<file path="src/sv/ordered_point_list_engine_macros.svh">
// Assertion macros for the ordered point list engine.
// Used by ordered_point_list_engine.sv; expects clk and rst_n in scope.
`ifndef ORDERED_POINT_LIST_ENGINE_MACROS_SVH
`define ORDERED_POINT_LIST_ENGINE_MACROS_SVH

// same-cycle implication
`define OPL_ASSERT_NOW(label, ante, cons, msg) \
  label: assert property (@(posedge clk) disable iff (!rst_n) (ante) |-> (cons)) \
    else $error(msg);

// next-cycle implication
`define OPL_ASSERT_NEXT(label, ante, cons, msg) \
  label: assert property (@(posedge clk) disable iff (!rst_n) (ante) |=> (cons)) \
    else $error(msg);

`endif

</file>
<file path="src/sv/opl_pkg.sv">
// Shared types and constants for the ordered point list engine.
// No dependencies; imported by opl_cell and ordered_point_list_engine.
package opl_pkg;

  localparam int DEPTH_DEF      = 64;
  localparam int COORD_BITS_DEF = 32;

  localparam int CMD_W  = 3;
  localparam int POS_W  = 7;
  localparam int PT_W   = 32;
  localparam int STAT_W = 2;
  localparam int CNT_W  = 7;

  typedef enum logic [CMD_W-1:0] {
    CMD_APPEND = 3'd0,
    CMD_INSERT = 3'd1,
    CMD_REMOVE = 3'd2,
    CMD_READ   = 3'd3,
    CMD_CLEAR  = 3'd4
  } cmd_t;

  typedef enum logic [STAT_W-1:0] {
    ST_DONE    = 2'd0,
    ST_INVALID = 2'd1,
    ST_FULL    = 2'd2
  } status_t;

  typedef struct packed {
    logic ins;
    logic rem;
  } cell_ctrl_t;

endpackage

</file>
<file path="src/sv/opl_cell.sv">
// One list slot of the ordered point list engine: holds one point and
// shifts it to or from its neighbors. Depends on opl_pkg.
module opl_cell #(
  parameter int IDX        = 0,
  parameter int CW         = 8,
  parameter int COORD_BITS = 32
) (
  input  logic                   clk,
  input  opl_pkg::cell_ctrl_t    ctrl,
  input  logic [CW-1:0]          pos,
  input  logic [COORD_BITS-1:0]  new_x,
  input  logic [COORD_BITS-1:0]  new_y,
  input  logic [COORD_BITS-1:0]  left_x,
  input  logic [COORD_BITS-1:0]  left_y,
  input  logic [COORD_BITS-1:0]  right_x,
  input  logic [COORD_BITS-1:0]  right_y,
  output logic [COORD_BITS-1:0]  x,
  output logic [COORD_BITS-1:0]  y,
  output logic [COORD_BITS-1:0]  sel_x,
  output logic [COORD_BITS-1:0]  sel_y
);
  import opl_pkg::*;

  localparam logic [CW-1:0] MY_IDX = CW'(IDX);

  logic [COORD_BITS-1:0] x_r, x_nxt;
  logic [COORD_BITS-1:0] y_r, y_nxt;
  logic                  hit;

  assign hit = (pos == MY_IDX);

  always_comb begin
    x_nxt = x_r;
    y_nxt = y_r;
    if (ctrl.ins) begin
      if (MY_IDX > pos) begin
        x_nxt = left_x;
        y_nxt = left_y;
      end else if (hit) begin
        x_nxt = new_x;
        y_nxt = new_y;
      end
    end else if (ctrl.rem) begin
      if (MY_IDX >= pos) begin
        x_nxt = right_x;
        y_nxt = right_y;
      end
    end
  end

  always_ff @(posedge clk) begin
    x_r <= x_nxt;
    y_r <= y_nxt;
  end

  assign x     = x_r;
  assign y     = y_r;
  assign sel_x = hit ? x_r : '0;
  assign sel_y = hit ? y_r : '0;

endmodule

</file>
<file path="config.mk">
export PLATFORM = sky130hd
export DESIGN_NAME = opl_cell
export DESIGN_NICKNAME = d
export VERILOG_FILES = /design/src/sv/ordered_point_list_engine_macros.svh /design/src/sv/opl_pkg.sv /design/src/sv/opl_cell.sv
export SDC_FILE = /design/constraint.sdc
export NUM_CORES = 1
export LEC_CHECK = 0
export ABC_AREA = 1
export BUFFER_PORTS_ARGS = -buffer_cell sky130_fd_sc_hd__buf_2
export CAP_MARGIN = 20
export CELL_PAD_IN_SITES_DETAIL_PLACEMENT = 0
export CELL_PAD_IN_SITES_GLOBAL_PLACEMENT = 1
export CORE_AREA = 2 2 130 132
export DETAILED_ROUTE_END_ITERATION = 10
export DIE_AREA = 0 0 132 134
export HOLD_SLACK_MARGIN = 0.02
export PLACE_DENSITY_LB_ADDON = 0.1
export SETUP_SLACK_MARGIN = 0.1
export SYNTH_ARGS = -nofsm -noshare
export SYNTH_HDL_FRONTEND = slang
export SYNTH_SLANG_ARGS = --single-unit
export TNS_END_PERCENT = 10
</file>
<file path="constraint.sdc">
create_clock -name clk -period 13 [get_ports clk]
set_input_delay 1.3 -clock clk [delete_from_list [all_inputs] [get_ports clk]]
set_output_delay 1.3 -clock clk [all_outputs]
set_load 0.03 [all_outputs]
</file>
==> flow_summary.toml, run 1 <==
[detailed_routing]
routed_wl_mm = 10.98
drt_iter0_drc = 49
wl_per_cell_microns = 14.33
dr.pass1.iters = 4
antenna_left = 0
viasPerCell = 3.910
vias = 2995
drc_errors = 0

[setup_path]
cp-startpoint = "pos[6]"
critPathMaxStageDelay_ns = 0.56
criticalPathCategory = "input port to output pin"
cp-start-kind = "input port"
cpMaxStageDelayCell = "nand2_4"
crit_path_cell_trace = "buf_2 > nor2_1 > nand2_4 > nor3_1 > buf_2"
critPathArrivalTime_ns = 2.81
cp_common_cell = "buf_2"
cp_num_buf_inv = 2
crit_required_ns = 11.70
worstPathMaxFanout = 65
cp_top_family = "simple AND/OR/NAND/NOR gates"
end_kind = "output pin"

[global_routing]
overflow = 0
met2_usage = 0.2057
grt_start_max_net_pins = 66
antenna_found_initial = 0
use_met1 = 0.1342
grt_pass1_vias = 3009
grt_pass1_wl_mm = 16.18
grt-busiest-layer = "met2"
globalRouteTotalUtil = 0.1206
globalRouteMet3Util = 0.04649

[pwr]
p_leak_nw = 2.522
power_density_nw_per_um2 = 90.60
peakVddDrop_uv = 49.79

[placed_design]
port_buffers = 266
detailedPlace.worstSlack_ns = 8.827
gp_congestion = 0.7161
dp_hpwl_mm = 7.721

[min_path]
min_path_cells = 2
min_from = "new_x[23]"
worstHoldEndpoint = "x[23]"
hold_path_class = "input port to register"

[synth]
syn_nets = 488
synth-seq-area-share = 0.5253
yosys_warnings = 0
syn-mean-instance-area_sq_um = 12.84
synth_top_area_share = 0.5253
synthMuxAreaShare = 0.1970
synth_xor_xnor_area_share = 0
yosys.area_share.adder = 0
synth-compound-area-share = 0
synth_largest_area_cell = "edfxtp_1"
synth_area_leaders = "edfxtp_1 (53%), mux2_2 (20%), nor3_2 (14%), inv_1 (6.6%), buf_6 (3.4%)"
synth_seq_cells = 64
synth-simple-area-share = 0.1645
ys_types = 11
netlist_area_sq_um = 3659
synth_top_family_by_area = "multiplexers"
synthCells = 285

[finish]
fillers = 1717
area_growth_pct = 47.47
final_layout_size_suffix_gt1_frac = 0.7253
num-nets-final = 747
antennaDiodeCount = 0

[floorplanning]
start_util = 0.2246
core_sq_um = 16290
pin_count = 331
die_x_microns = 132
die-area_sq_um = 17690
rows = 47
die_y_microns = 134

[sta]
post-route-period-util = 0.3161
relSlewSlack = 0.2827
drv_slew = 0
worst_slack_ns = 8.891
rsz0062_at_grt = "false"
finalSetupViolCount = 0
layout_min_cycle_time_ns = 4.109
worstMarginPinSlew_ns = 1.076
final_hold_viol_count = 0
fin_setup_tns_ns = 0
fin_hold_ws_ns = 1.269
fmax_mhz = 243.3

[clock_tree]
cts_max_level = 3
cts-root-buf = "clkbuf_16"
cts_buffers = 9
cts_buffer_depth = 2
post_cts_buffers = 0
cts_tree = "built"
clk_transition_reported_paths_ns = 0.05
ctsResizeCount = 0
holdBufCountCts = 0
cts_sinks = 64

[job]
cap_violations = 0

[status]
status = "finished clean"
-- registers in the layout, summed over array words and instances, names as in the netlist --
signal  count
y          32
x          32
-- report_power, final --
| group | internal [mW] | total (mW) | switching, mW |
|---|---|---|---|
| clock | 0.124 | 0.207 | 0.0830 |
| combinational | 0.0301 | 0.0521 | 0.0220 |
| sequential | 0.230 | 0.230 | 0.000262 |
-- how the worst max path moves through the flow --
stage / end / slack [ns] / cells after the start
floorplan: x[0] / 6.42 / 4
global placement: sel_x[3] / 8.75 / 5
detailed placement: sel_x[3] / 8.83 / 5
CTS: sel_x[3] / 8.82 / 5
global route: sel_x[3] / 8.72 / 5
finish: sel_x[3] / 8.89 / 5
-- layer usage --
metal | part of all wire | vias to the layer above
li1 | - | 1492
met5 | 0 | -
met2 | 0.48 | 169
met3 | 0.10 | 11
met1 | 0.40 | 1323
met4 | 0.017 | 0
-- cells in the final DEF, fill, tap and decap left out, drive strengths merged --
master,instances
edfxtp,64
inv,64
mux2,64
clkinv,3
buf,269
nand2,2
nor2,5
nor3,65
clkbuf,10
-- synthesized netlist by cell type --
master,n
mux2_2,64
nor3_1,15
nor2_1,5
clkbuf_1,2
buf_2,7
buf_4,1
nand2_1,2
inv_1,64
nor3_2,50
edfxtp_1,64
buf_6,11
-- cells by family after synthesis --
family | after synthesis
buffers and inverters | 85
and+or+nand+nor | 72
muxes | 64
DFF | 64
-- final cells by class --
| cell class | count | area [sq um] | area share |
|---|---|---|---|
| clock inverter | 3 | 12.51 | 0.002319 |
| tap | 220 | 275.3 | 0.05102 |
| sequential | 64 | 1922 | 0.3562 |
| multi-input combinational | 136 | 1343 | 0.2488 |
| clock buffer | 10 | 229.0 | 0.04244 |
| inverter | 64 | 240.2 | 0.04453 |
| timing repair buffer | 269 | 1374 | 0.2546 |
-- through the flow --
stage	instances	cell area [sq um]	power, mW	util
global placement	752	5126	0.2858	0.3147
detailed placement	752	5126	0.2863	0.3147
floorplan	285	3659	0.2631	-
CTS	765	5368	0.4993	0.3295
global route	766	5395	0.5115	0.3312
finish	766	5395	0.4888	0.3312
Note: power is estimated with default switching activity, not from simulation.
==> inputs of run 2 (changes only) <==
--- a/config.mk
+++ b/config.mk
@@ -10,9 +10,9 @@
 export CAP_MARGIN = 20
 export CELL_PAD_IN_SITES_DETAIL_PLACEMENT = 0
 export CELL_PAD_IN_SITES_GLOBAL_PLACEMENT = 1
-export CORE_AREA = 2 2 130 132
+export CORE_AREA = 2 2 127 129
 export DETAILED_ROUTE_END_ITERATION = 10
-export DIE_AREA = 0 0 132 134
+export DIE_AREA = 0 0 129 131
 export HOLD_SLACK_MARGIN = 0.02
 export PLACE_DENSITY_LB_ADDON = 0.1
 export SETUP_SLACK_MARGIN = 0.1
==> constraint.sdc (replaced) <==
create_clock -name clk -period 4 [get_ports clk]
set_input_delay 0.4 -clock clk [delete_from_list [all_inputs] [get_ports clk]]
set_output_delay 0.4 -clock clk [all_outputs]
set_load 0.03 [all_outputs]
==> run 2 against run 1 <==
  * Power rose to 3.3 times the previous value
  * Die area fell by 4.5%
  * Utilization rose by 1.5 points
  * Design area rose by 0.19%
  * Sequential power rose to 3.2 times the previous value
  * Global-route usage rose by 1.4 points
  * Sequential share of layout area fell by 0.066 points
  * Highest routed layer unchanged
  * Routed wire length rose by 3.6%
  * Via count rose by 2.3%
==> flow_summary.toml, run 2 (synthesized netlist as in run 1, its figures left out) <==
[status]
status = "finished clean"

[detailed_routing]
viasPerCell = 3.995
wl_per_cell_microns = 14.83
antenna_left = 0
drc_errors = 0
vias = 3064
routed_wl_mm = 11.38
dr.pass1.iters = 3
drt_iter0_drc = 65

[sta]
worstMarginPinSlew_ns = 0.7866
layout_min_cycle_time_ns = 2.458
fin_setup_tns_ns = 0
drv_slew = 0
finalSetupViolCount = 0
relSlewSlack = 0.4752
rsz0062_at_grt = "false"
post-route-period-util = 0.6145
fmax_mhz = 406.9
final_hold_viol_count = 0

[floorplanning]
die-area_sq_um = 16900
die_y_microns = 131
pin_count = 331
rows = 46
die_x_microns = 129
start_util = 0.2346
core_sq_um = 15600

[placed_design]
dp.cells = 752
port_buffers = 266
gp_congestion = 0.7469
dp_hpwl_mm = 8.466

[clock_tree]
post_cts_buffers = 0
holdBufCountCts = 0
cts_tree = "built"
cts_buffers = 9
cts_buffer_depth = 2
cts_max_level = 3
ctsResizeCount = 0
cts_sinks = 64
cts-root-buf = "clkbuf_16"
clk_transition_reported_paths_ns = 0.05

[finish]
final_cell_mix = "buf_2 (266), mux2_2 (64), inv_1 (64), edfxtp_1 (64), nor3_2 (50)"
final_common_cell = "buf_2"
stdcell_count = 767
final_layout_size_suffix_gt1_frac = 0.7223
antennaDiodeCount = 0
multi_input_area_sq_um = 1349
num-nets-final = 750
ff_latch_area_sq_um = 1922
area_growth_pct = 47.74
fillers = 1633

[setup_path]
end_kind = "output pin"
worstPathMaxFanout = 46
criticalPathCategory = "input port to output pin"
critPathArrivalTime_ns = 2.06
crit_required_ns = 3.60
cp-start-kind = "input port"

[job]
cap_violations = 0

[global_routing]
grt_pass1_wl_mm = 16.84
grt_pass1_vias = 3168
globalRouteTotalUtil = 0.1350
grt_start_max_net_pins = 47
antenna_found_initial = 0
overflow = 0

[min_path]
worstHoldEndpoint = "x[18]"
min_path_cells = 2
hold_path_class = "input port to register"
min_from = "right_x[18]"

[pwr]
power_density_nw_per_um2 = 296.3
peakVddDrop_uv = 144.0
p_leak_nw = 2.530
run 2: cell types whose count changed in the layout (fill, tap and decap cells not counted), sizes merged:
| cell | change |
|---|---|
| clkbuf | +3 |
| clkinv | -1 |
| buf | +3 |
run 2: final cells by class:
type / count / share of cell area
well taps: 216 / 0.05000
multi-input cells: 136 / 0.2495
clock inverters: 2 / 0.001389
repair buffers: 272 / 0.2546
clock buffers: 13 / 0.04444
flip-flops and latches: 64 / 0.3556
inverters: 64 / 0.04444
run 2: per-stage QoR:
step           hold WS (ns)  utilization  area, sq um  setup slack [ns]  total power, mW
2_1_floorplan        0.6198            -         3664            0.2885           0.8551
3_3_place_gp         0.7013       0.3307         5157             1.503           0.9295
3_5_place_dp         0.7044       0.3307         5157             1.496           0.9323
4_1_cts              0.3491       0.3465         5405             1.489            1.635
5_1_grt              0.3597       0.3465         5405             1.395            1.673
6_report             0.3685       0.3465         5405             1.542            1.602
run 2: per-layer routing:
layer	up-vias	wire, microns	track usage
li1	1499	-	-
met1	1401	4297	0.1431
met2	153	5864	0.2459
met3	11	1023	0.04275
met4	0	189	0.06074
met5	-	0	0
run 2: worst max-delay path by stage:
| stage | end | slack, ns | startpoint | cells after the start |
|---|---|---|---|---|
| 2_1_floorplan | x[0] | 0.29 | ctrl[1] | 4 |
| 3_3_place_gp | sel_x[31] | 1.50 | pos[0] | 6 |
| 3_5_place_dp | sel_x[31] | 1.50 | pos[0] | 6 |
| 4_1_cts | sel_x[31] | 1.49 | pos[0] | 6 |
| 5_1_grt | sel_x[1] | 1.39 | pos[0] | 6 |
| 6_report | sel_x[31] | 1.54 | pos[0] | 6 |
run 2: worst max-delay path, cell delays in order:
cell and delay [ns]:
buf_2 0.09, nor2_1 0.22, nand2_4 0.46, buf_4 0.43, nor3_1 0.18, buf_2 0.25
run 2: where the power goes:
| part | total [mW] | internal, mW | switching, mW |
|---|---|---|---|
| Clock | 0.686 | 0.412 | 0.273 |
| Sequential | 0.747 | 0.746 | 0.000844 |
| Combinational | 0.169 | 0.0978 | 0.0716 |
| Total | 1.60 | 1.26 | 0.346 |
==> inputs of run 3 (changes only) <==
==> constraint.sdc (replaced) <==
create_clock -name clk -period 2.4 [get_ports clk]
set_input_delay 0.24 -clock clk [delete_from_list [all_inputs] [get_ports clk]]
set_output_delay 0.24 -clock clk [all_outputs]
set_load 0.03 [all_outputs]
==> run 3 against run 2 <==
  * Highest routed layer unchanged
  * Combinational power up 69%
  * Worst hold slack got worse by 0.16 ns
  * Flip-flop and latch count stayed put
  * Routed wire length down 2.1%
  * Critical path depth unchanged
  * Critical path type unchanged
  * Die area is the same
  * Sequential share of layout area fell by 0.73 points
  * Design area increased by 2.1%
  * Sequential power grew 66%
  * Setup slack got worse by 0.93 ns
==> flow_summary.toml, run 3 (synthesized netlist as in run 1, its figures left out) <==
[sta]
finalSetupViolCount = 0
rsz0062_at_grt = "false"
worst_slack_ns = 0.6143
post-route-period-util = 0.7440
layout_min_cycle_time_ns = 1.786
worstMarginPinSlew_ns = 0.5052
final_hold_viol_count = 0
drv_slew = 0
fmax_mhz = 560.0
relSlewSlack = 0.6632
fin_setup_tns_ns = 0
fin_hold_ws_ns = 0.2094

[pwr]
p_leak_nw = 2.577
peakVddDrop_uv = 242.5
finalPower_mw = 2.901
power_density_nw_per_um2 = 525.7

[status]
status = "finished clean"

[floorplanning]
die_y_microns = 131
die_x_microns = 129
pin_count = 331
core_sq_um = 15600
start_util = 0.2346
rows = 46
die-area_sq_um = 16900

[setup_path]
cp_common_cell = "buf_2"
cp-start-kind = "input port"
criticalPathCategory = "input port to output pin"
crit_path_cell_trace = "buf_2 > nor2_1 > nand2_4 > buf_4 > nor3_2 > buf_2"
cp-startpoint = "pos[0]"
cp_num_buf_inv = 3
critPathArrivalTime_ns = 1.55
crit_required_ns = 2.16
critPathMaxStageDelay_ns = 0.36
worstPathMaxFanout = 30
path_depth = 6
cp_top_family = "buffers and inverters"
end_kind = "output pin"
cpMaxStageDelayCell = "buf_4"
endpoint = "sel_y[22]"

[clock_tree]
cts_buffers = 9
clk_transition_reported_paths_ns = 0.05
holdBufCountCts = 0
cts_sinks = 64
cts_tree = "built"
post_cts_buffers = 0
cts-root-buf = "clkbuf_16"
cts_buffer_depth = 2
ctsResizeCount = 0
cts_max_level = 3

[detailed_routing]
vias = 3024
dr.pass1.iters = 3
wl_per_cell_microns = 14.42
drt_iter0_drc = 69
viasPerCell = 3.917
antenna_left = 0
routed_wl_mm = 11.13
drc_errors = 0

[placed_design]
gp_congestion = 0.7418
port_buffers = 266
place_area_sq_um = 5210
detailedPlace.worstSlack_ns = 0.5787
dp_hpwl_mm = 8.527
dp.cells = 755

[global_routing]
antenna_found_initial = 1
overflow = 0
grt_start_max_net_pins = 53
globalRouteTotalUtil = 0.1279
grt_pass1_wl_mm = 16.01
grt_pass1_vias = 2977

[job]
cap_violations = 0

[finish]
final_util = 0.3538
final_common_cell = "buf_2"
final_layout_size_suffix_gt1_frac = 0.7333
num-nets-final = 753
area_growth_pct = 50.82
stdcell_count = 772
final_area_sq_um = 5518
final_cell_mix = "buf_2 (266), mux2_2 (64), inv_1 (64), edfxtp_1 (64), nor3_2 (50)"

[min_path]
hold_path_class = "input port to register"
## run 3: cell count changes in the layout (fill, tap and decap cells not counted), sizes merged
| cell | previous run | this run |
|---|---|---|
| buf | 272 | 275 |
| bufinv | 0 | 2 |
| clkbuf | 13 | 12 |
| diode | 0 | 1 |
## run 3: cell type report
class                   instances  area (sq um)
inverters                      64         240.2
multi-input cells             136          1366
well taps                     216         270.3
fillers                      1621         10080
clock buffers                  12         236.5
diodes                          1         2.502
repair buffers                275          1411
flip-flops and latches         64          1922
clock inverters                 4         68.82
## run 3: routing by layer
metal  global-route usage  share of wire
met3              0.04723          0.085
met5                    0              0
met1               0.1384           0.38
met4              0.06458          0.024
met2               0.2210           0.51
## run 3: worst min-delay path by stage
stage	start	endpoint	slack, ns	cells after the start
CTS	new_x[31]	x[31]	0.19	2
global placement	new_x[7]	x[7]	0.54	2
floorplan	right_x[0]	x[0]	0.46	1
finish	new_y[10]	y[10]	0.21	2
global route	right_y[31]	y[31]	0.20	2
detailed placement	right_y[2]	y[2]	0.54	2
## run 3: power breakdown
group | internal (mW) | switching [mW] | total, mW
Combinational | 0.166 | 0.119 | 0.285
Clock | 0.905 | 0.466 | 1.37
Sequential | 1.24 | 0.00144 | 1.24
Total | 2.31 | 0.587 | 2.90
